==> src/hw/rtl/isfw_pkg.sv <==
// Shared constants and types for the interlaced sync to framebuffer writer.
package isfw_pkg;

  // Framebuffer geometry
  localparam int unsigned SCREEN_WIDTH  = 1024;
  localparam int unsigned SCREEN_HEIGHT = 768;

  // Field and counter widths
  localparam int unsigned WARM_W   = 19;
  localparam int unsigned COLOUR_W = 24;
  localparam int unsigned BEAM_W   = 11;
  localparam int unsigned POS_W    = 10;
  localparam int unsigned CMP_W    = BEAM_W + 2;

  // Stream widths (packed fields rounded up to whole bytes)
  localparam int unsigned IN_FIELDS_W  = 3 + COLOUR_W;
  localparam int unsigned IN_DATA_W    = ((IN_FIELDS_W + 7) / 8) * 8;
  localparam int unsigned OUT_FIELDS_W = 1 + POS_W + POS_W + COLOUR_W + 1;
  localparam int unsigned OUT_DATA_W   = ((OUT_FIELDS_W + 7) / 8) * 8;

  // Colour constants
  localparam logic [COLOUR_W-1:0] GREY  = 24'h808080;
  localparam logic [COLOUR_W-1:0] RED   = 24'hff0000;
  localparam logic [COLOUR_W-1:0] GREEN = 24'h00ff00;

  localparam logic [BEAM_W-1:0] ROW_STEP   = BEAM_W'(2);
  localparam logic [BEAM_W-1:0] COL_MAX    = {BEAM_W{1'b1}};
  localparam logic [WARM_W-1:0] WARM_RESET = WARM_W'(262140);

  // Bounds as wide compare values (height signed, width unsigned)
  localparam logic signed [CMP_W-1:0] HEIGHT_CMP = CMP_W'(SCREEN_HEIGHT);
  localparam logic [BEAM_W:0]         WIDTH_CMP  = (BEAM_W + 1)'(SCREEN_WIDTH);

  // One result item
  typedef struct packed {
    logic                frame_done;
    logic [COLOUR_W-1:0] colour;
    logic [POS_W-1:0]    row;
    logic [POS_W-1:0]    column;
    logic                write_valid;
  } result_t;

endpackage

==> src/hw/rtl/interlaced_sync_to_framebuffer_writer_top.sv <==
// Interlaced sync to framebuffer writer: beam tracking and pixel write generation.
// Each accepted input transaction leaves its result in the output register.
// Throughput: one transaction per cycle while the output is not stalled; while
// drawing, the beam counters and sync edge detectors update in the accepting cycle.
// Reset (rst_n, synchronous): warm-up counter loads 262140, beam at (0,0),
// even field, sync history cleared, output register empty.
module interlaced_sync_to_framebuffer_writer_top (
  input  logic                                 clk,
  input  logic                                 rst_n,
  // configuration: warm_up_ticks
  input  logic                                 cfg_wr_en,
  input  logic [isfw_pkg::WARM_W-1:0]          cfg_wr_data,
  // input stream
  input  logic                                 in_tvalid,
  output logic                                 in_tready,
  // tdata: hsync, vsync, active video flag, video_colour[23:0] (LSB first)
  input  logic [isfw_pkg::IN_DATA_W-1:0]       in_tdata,
  // result stream
  output logic                                 out_tvalid,
  input  logic                                 out_tready,
  // tdata: write_valid, column[9:0], row[9:0], colour[23:0], frame_done (LSB first)
  output logic [isfw_pkg::OUT_DATA_W-1:0]      out_tdata
);

  // State registers
  logic [isfw_pkg::WARM_W-1:0]   warm_up_r,  warm_up_nxt;
  logic [isfw_pkg::WARM_W-1:0]   warm_cnt_r, warm_cnt_nxt;
  logic                          drawing_r,  drawing_nxt;
  logic [isfw_pkg::BEAM_W-1:0]   col_r,      col_nxt;
  logic [isfw_pkg::BEAM_W-1:0]   row_r,      row_nxt;
  logic                          even_r,     even_nxt;
  logic                          phs_r,      phs_nxt;
  logic                          pvs_r,      pvs_nxt;
  logic                          ovalid_r,   ovalid_nxt;
  isfw_pkg::result_t             res_r,      res_nxt;

  logic                          accept;
  logic                          hs, vs, de;
  logic [isfw_pkg::COLOUR_W-1:0] vcol;
  logic [isfw_pkg::COLOUR_W-1:0] pix;
  logic                          on_screen;
  logic [isfw_pkg::BEAM_W-1:0]   col_a, row_a;
  logic                          even_a, done_a;

  // Input unpacking
  assign hs   = in_tdata[0];
  assign vs   = in_tdata[1];
  assign de   = in_tdata[2];
  assign vcol = in_tdata[3 +: isfw_pkg::COLOUR_W];

  // Output register frees up when empty or being drained
  assign in_tready  = !ovalid_r || out_tready;
  assign accept     = in_tvalid && in_tready;
  assign out_tvalid = ovalid_r;
  assign out_tdata  = isfw_pkg::OUT_DATA_W'(res_r);

  // Pixel colour
  always_comb begin
    pix = isfw_pkg::GREY;
    if (vs) pix = pix | isfw_pkg::RED;
    if (hs) pix = pix | isfw_pkg::GREEN;
    if (!hs && !vs && de) pix = vcol;
  end

  // Current beam inside the framebuffer
  assign on_screen = !row_r[isfw_pkg::BEAM_W-1] &&
                     ($signed({2'b00, row_r}) < isfw_pkg::HEIGHT_CMP) &&
                     ({1'b0, col_r} < isfw_pkg::WIDTH_CMP);

  // Beam update for a drawing transaction
  always_comb begin
    col_a  = (col_r != isfw_pkg::COL_MAX) ? col_r + 1'b1 : col_r;
    row_a  = row_r;
    even_a = even_r;
    done_a = 1'b0;
    // hsync rising edge: next line pair
    if (hs && !phs_r) begin
      col_a = '0;
      row_a = row_r + isfw_pkg::ROW_STEP;
    end
    // vsync rising edge: alternate fields
    if (vs && !pvs_r) begin
      if (even_r) begin
        col_a = '0;
        row_a = '1;
      end else begin
        row_a = '0;
      end
      even_a = !even_r;
      done_a = 1'b1;
    end
    // bottom of the frame
    if ($signed({{2{row_a[isfw_pkg::BEAM_W-1]}}, row_a}) >= isfw_pkg::HEIGHT_CMP) begin
      col_a  = '0;
      row_a  = '0;
      even_a = 1'b1;
      done_a = 1'b1;
    end
  end

  // Next state and result
  always_comb begin
    warm_up_nxt  = warm_up_r;
    warm_cnt_nxt = warm_cnt_r;
    drawing_nxt  = drawing_r;
    col_nxt      = col_r;
    row_nxt      = row_r;
    even_nxt     = even_r;
    phs_nxt      = phs_r;
    pvs_nxt      = pvs_r;
    ovalid_nxt   = ovalid_r && !out_tready;
    res_nxt      = res_r;
    if (accept) begin
      ovalid_nxt = 1'b1;
      res_nxt    = '0;
      if (!drawing_r) begin
        // warm-up: count down, no write
        if (warm_cnt_r == '0) drawing_nxt = 1'b1;
        else                  warm_cnt_nxt = warm_cnt_r - 1'b1;
      end else begin
        if (on_screen) begin
          res_nxt.write_valid = 1'b1;
          res_nxt.column      = col_r[isfw_pkg::POS_W-1:0];
          res_nxt.row         = row_r[isfw_pkg::POS_W-1:0];
          res_nxt.colour      = pix;
        end
        res_nxt.frame_done = done_a;
        col_nxt  = col_a;
        row_nxt  = row_a;
        even_nxt = even_a;
        phs_nxt  = hs;
        pvs_nxt  = vs;
      end
    end
    // configuration write restarts warm-up while not drawing
    if (cfg_wr_en) begin
      warm_up_nxt = cfg_wr_data;
      if (!drawing_r) warm_cnt_nxt = cfg_wr_data;
    end
  end

  // Control registers
  always_ff @(posedge clk) begin
    if (!rst_n) begin
      warm_up_r  <= isfw_pkg::WARM_RESET;
      warm_cnt_r <= isfw_pkg::WARM_RESET;
      drawing_r  <= 1'b0;
      col_r      <= '0;
      row_r      <= '0;
      even_r     <= 1'b1;
      phs_r      <= 1'b0;
      pvs_r      <= 1'b0;
      ovalid_r   <= 1'b0;
    end else begin
      warm_up_r  <= warm_up_nxt;
      warm_cnt_r <= warm_cnt_nxt;
      drawing_r  <= drawing_nxt;
      col_r      <= col_nxt;
      row_r      <= row_nxt;
      even_r     <= even_nxt;
      phs_r      <= phs_nxt;
      pvs_r      <= pvs_nxt;
      ovalid_r   <= ovalid_nxt;
    end
  end

  // Result payload register
  always_ff @(posedge clk) begin
    res_r <= res_nxt;
  end

endmodule

==> config.mk <==
export PLATFORM = sky130hd
export DESIGN_NAME = interlaced_sync_to_framebuffer_writer_top
export DESIGN_NICKNAME = d
export VERILOG_FILES = /design/src/hw/rtl/isfw_pkg.sv /design/src/hw/rtl/interlaced_sync_to_framebuffer_writer_top.sv
export SDC_FILE = /design/constraint.sdc
export NUM_CORES = 1
export LEC_CHECK = 0
export BUFFER_PORTS_ARGS = -buffer_cell sky130_fd_sc_hd__buf_2
export CORE_UTILIZATION = 40
export CTS_CLUSTER_DIAMETER = 150
export DETAILED_ROUTE_END_ITERATION = 8
export PLACE_DENSITY = 0.72
export REMOVE_ABC_BUFFERS = 1
export SETUP_SLACK_MARGIN = 0.15
export SLEW_MARGIN = 10
export SYNTH_ARGS = -nofsm -noshare
export SYNTH_HDL_FRONTEND = slang
export SYNTH_SLANG_ARGS = --single-unit
==> constraint.sdc <==
create_clock -name clk -period 5.5 [get_ports clk]
set_input_delay 0.275 -clock clk [delete_from_list [all_inputs] [get_ports clk]]
set_output_delay 0.275 -clock clk [all_outputs]
set_load 0.01 [all_outputs]
==> results of run 1 <==
## synth_stat cells (all sizes together) (4+ instances only)
cell type  count
nand2         54
dfxtp         46
edfxtp        46
nor2          40
and2          31
a21oi         27
clkbuf        24
o21ai         22
nor3          16
inv           14
nand3         14
xnor2         13
o22a          12
nor2b         10
a22o           9
nand2b         8
nor4           8
nand4          7
and3           6
buf            5
xor2           5
ha             4
## worst max-delay path: stages, from the launching register on
cell and delay (ps):
dfxtp_1 540, ha_1 370, nand2_1 80, o31a_1 280, o221ai_1 270, and2_1 180, ha_1 290, or3_4 440
a2111o_4 580, nor2_8 180, a32o_1 190
## metrics by stage
| step | hold WS (ps) | instance area [um^2] |
|---|---|---|
| floorplan | 397 | 4510 |
| global placement | 454 | 5170 |
| detailed placement | 467 | 5170 |
| CTS | 135 | 5500 |
| global route | 142 | 5500 |
| finish | 142 | 5500 |
## kinds of logic after synthesis
logic type | Yosys count
AO/OA/AOI/OAI | 107
XOR/XNOR | 18
adder cells (fa/ha/maj) | 4
buffers and inverters | 43
flip-flops | 92
other | 1
AND/OR/NAND/NOR | 215
## state kept, by name (all words and copies together), names as in the netlist, named ones only
name,count
out_tvalid,1
phs_r,1
warm_cnt_r,16
col_r,11
row_r,11
pvs_r,1
even_r,1
out_tdata,46
drawing_r,1
## layout make-up
cell class                 count  area share (%)
clock buffer                   9            4.09
clock inverter                 7            1.73
inverter                      14           0.955
multi-input combinational    346            39.3
sequential                    92            41.9
tap                          140            3.18
timing repair buffer          98            8.92
## worst max-delay path by stage
| stage | end | slack, ps | cells past startpoint | from |
|---|---|---|---|---|
| final | col_r[1] | 2030 | 10 | row_r[1] |
| after global routing | out_tdata[45] | 1800 | 9 | row_r[1] |
| after CTS | col_r[1] | 2090 | 10 | row_r[1] |
| after detailed placement | col_r[1] | 1970 | 9 | in_tdata[1] |
| after global placement | col_r[1] | 1980 | 9 | in_tdata[1] |
| after floorplan | col_r[3] | 2480 | 7 | out_tvalid |
## routing by layer
layer  vias up  routed length, um  global-route usage [%]
met3        13                933                    5.81
li1       1906                  -                       -
met5         -                  0                       0
met4         0                120                    6.48
met2       185               5110                    32.2
met1      1861               4690                    22.9
## where the power goes
part	leakage [uW]	internal, uW	switching, uW
clock network	0.000158	401	276
logic	0.00122	48.5	75.0
registers	0.000840	744	14.4
==> run summary, run 1 <==
Netlist cell types: 64
Hold Startpoint: cfg_wr_data[1]
CP Max Fanout: 10
total negative slack: 0 ps
Worst slew margin: 31.3%
vias in the first global route: 3754
final wirelength: 10.9 mm
DRC: 0
status: finished clean
share of the synthesized area in the top cell type: 29.8%
Synth Area in Compound Gates: 16.7%
Multi-input gate area: 2160 um^2
Critical R2R Launch: row_r[1]
Nets: 621
largest family of logic cells by synthesized area: simple AND/OR/NAND/NOR gates
Root Buffer: clkbuf_16
Via Count: 3965
Setup WS post-layout: 2030 ps
Finished Core Util: 49.6%
TritonCTS sink count: 92
CTS tree: done
drt via density: 5.62
Synth area leaders: edfxtp_1 (30%), dfxtp_1 (20%), nand2_1 (4.4%)
grt ovf: 0
CP required: 5790 ps
Resized Gates After CTS: 0
Slew @ Worst Pin: 1030 ps
CP endpoint kind: register
CTS Hold Bufs: 0
largest area contributor in the netlist: edfxtp_1
P_leak: 0.00222 uW
Post-Syn Area: 4630 um^2
worst r2r dst: col_r[1]
Hold Path Stages: 3
RSZ-0062 raised after global routing: false
Avg WL per Cell: 15.4 um
Avg Cell Area, Syn: 9.64 um^2
clock buffer depth: 2
Power Total: 1560 uW
Tmin final: 3470 ps
Die Span Y: 110 um
mux share of post-synthesis cell area: 0%
adder-cell share of the synthesized area: 1.08%
filler cell count: 988
Ys Warns: 0
HPWL Detailed: 7.46 mm
Pwr Density: 283 nW/um^2
largest net degree at the start of global routing: 50
non-filler instance count after layout: 706
Die Area: 12000 um^2
clock slew seen by the registers of the worst setup and hold paths: 70 ps
Post-Synth Simple-Gate Area: 25.2%
H-tree depth: 3
Post-CTS Setup Inserts: 0
core area: 11100 um^2
area grow syn2layout: 18.8%
Routed Antenna Nets: 0
first-pass GRT wire length: 17.7 mm
startpoint types: register
Primary FF master, synth: edfxtp_1
Seq cells post-synth: 92
CP Class: reg -> reg
R2R cell count: 10
IO Count: 106
Max-Cap Viols: 0
Setup Skew: 10.2 ps
GRT Total Usage: 19.0%
VDD IR-drop max: 0.000260 V
worst min path class: in -> reg
most common cell after layout, fill and taps aside: buf_2
gp weighted congestion: 0.881
number of flops mapped to enable cells by yosys: 46
chip width: 110 um
PortBufs: 98
layout cells sized above 1: 21.9%
critical path data arrival time: 3760 ps
cells after synthesis: 480
Final Hold Fails: 0
final setup vio count: 0
number of DRC markers in iteration 0: 311
xor/xnor share of the synthesized area: 3.41%
Fmax: 288 MHz
Pre-antenna DRT Iters: 5
final max-slew violation count: 0
most frequent cells in the layout: buf_2 (98), nand2_1 (54), dfxtp_1 (46), edfxtp_1 (46), nor2_1 (39)
Register Area: 2300 um^2
Cells after DPL: 690
Skew-Pair Late Insertion Delay: 350 ps
Num CTS Buffers: 9
initial core utilization: 41.8%
ANT cells: 0
pre-CTS setup slack: 1970 ps
initial antenna violation count: 0
post-synthesis sequential area ratio: 49.7%
fin crit share: 63.1%
reg2reg setup slack: 2030 ps
Post-synth ARST share: 0%
Rows: 38
(Power assumes the default switching activity.)
==> run 2, diff against run 1 <==
- clock period: 5.5 -> 3.52 ns (I/O delays scaled with it)
==> run summary, run 2 (synthesis results as in run 1) <==
status: finished clean
Hold WS: 34.9 ps
Slew @ Worst Pin: 818 ps
HPWL Detailed: 7.64 mm
total negative slack: 0 ps
CP Max Fanout: 9
critical path data arrival time: 3420 ps
busiest grt layer: met2
Tmin final: 3130 ps
gp weighted congestion: 0.911
reg2reg setup slack: 390 ps
Setup Skew: 7.01 ps
final max-slew violation count: 0
Avg WL per Cell: 15.1 um
Rows: 38
DRC: 0
Critical path origin: phs_r
GRT Total Usage: 19.0%
Routed Antenna Nets: 0
most frequent cells in the layout: buf_2 (98), nand2_1 (54), edfxtp_1 (46)
P_leak: 0.00225 uW
first-pass GRT wire length: 17.6 mm
CP Class: reg -> reg
CP endpoint kind: register
H-tree depth: 3
PortBufs: 98
CP max stage delay: 580 ps
area grow syn2layout: 19.4%
worst min path class: in -> reg
Final Hold Fails: 0
TritonCTS sink count: 92
Num CTS Buffers: 9
final setup vio count: 0
Worst slew margin: 45.3%
clock slew seen by the registers of the worst setup and hold paths: 70 ps
CTS Hold Bufs: 0
Root Buffer: clkbuf_16
RSZ-0062 raised after global routing: false
Skew-Pair Late Insertion Delay: 350 ps
fin crit share: 89.0%
CP required: 3810 ps
crit path to: col_r[1]
CTS tree: done
CP max-delay cell: a2111o_4
Fmax: 319 MHz
vias in the first global route: 3686
Die Span Y: 110 um
final wirelength: 10.8 mm
clock buffer depth: 2
IO Count: 106
drt via density: 5.53
largest net degree at the start of global routing: 49
ANT cells: 0
chip width: 110 um
Largest register FFs: 46
core area: 11100 um^2
number of DRC markers in iteration 0: 280
Critical R2R Launch: phs_r
Max-Cap Viols: 0
grt ovf: 0
Setup WS post-layout: 388 ps
VDD IR-drop max: 0.000259 V
layout cells sized above 1: 23.4%
most common cell after layout, fill and taps aside: buf_2
GR Util met3: 4.09%
initial core utilization: 41.8%
worst r2r dst: col_r[1]
grt met1 use: 24.3%
Die Area: 12000 um^2
Nets: 632
pre-CTS setup slack: 347 ps
R2R cell count: 9
Pwr Density: 410 nW/um^2
Pre-antenna DRT Iters: 5
Via Count: 3963
initial antenna violation count: 0
GRT met2 Usage: 30.4%
crit path cell chain: nand3b_1 -> or2_2 -> o221ai_1 -> and2_1 -> ha_1 -> or3_4 -> a2111o_4 -> nor2_8 -> a32o_1
startpoint types: register
[run 2: routing by layer]
| layer | wire length [um] | part of all wire [%] |
|---|---|---|
| met1 | 4740 | 44 |
| met2 | 4900 | 45 |
| met3 | 921 | 8.5 |
| met4 | 233 | 2.2 |
| met5 | 0 | 0 |
[run 2: metrics by stage]
stage | util [%] | cells | cell area [um^2] | power, uW
after floorplan | - | 452 | 4510 | 1310
after global placement | 47.4 | 700 | 5250 | 1400
after detailed placement | 47.4 | 700 | 5250 | 1400
after CTS | 49.8 | 716 | 5520 | 2290
after global routing | 49.9 | 717 | 5530 | 2370
final | 49.9 | 717 | 5530 | 2270
[run 2: report_power, final]
group          switching (uW)  internal, uW  leakage [uW]  total (uW)
registers                22.1          1160      0.000841        1180
logic                     116          79.8       0.00128         196
clock network             410           479      0.000131         889
total                     548          1720       0.00225        2270
[run 2: what timing repair did]
| action | 4_1_cts | 5_1_grt |
|---|---|---|
| gates resized for setup | 0 | 2 |
| setup buffers | 0 | 1 |
| endpoints found under the setup margin | 0 | 6 |
[run 2: final cells by class]
cell class              instances  area (um^2)
repair buffers                109          573
well taps                     140          175
clock inverters                 6         38.8
clock buffers                  10          229
multi-input cells             346         2150
fillers                      1023         5550
flip-flops and latches         92         2300
inverters                      14         52.6
[run 2: worst max-delay path, delay by kind of cell (launching register included)]
kind,cells,cell delay [ps]
fa+ha+maj,1,280
compound gates,3,1030
simple gates,5,1400
flops,1,360
[run 2: how the worst min path moves through the flow]
| stage | startpoint | endpoint | slack [ps] | cells past startpoint |
|---|---|---|---|---|
| after floorplan | rst_n | row_r[2] | 300 | 1 |
| after global placement | cfg_wr_data[1] | register | 380 | 3 |
| after detailed placement | cfg_wr_data[1] | register | 390 | 3 |
| after CTS | cfg_wr_data[1] | register | 30 | 3 |
| after global routing | cfg_wr_data[7] | warm_cnt_r[7] | 60 | 2 |
| final | cfg_wr_data[1] | register | 30 | 3 |
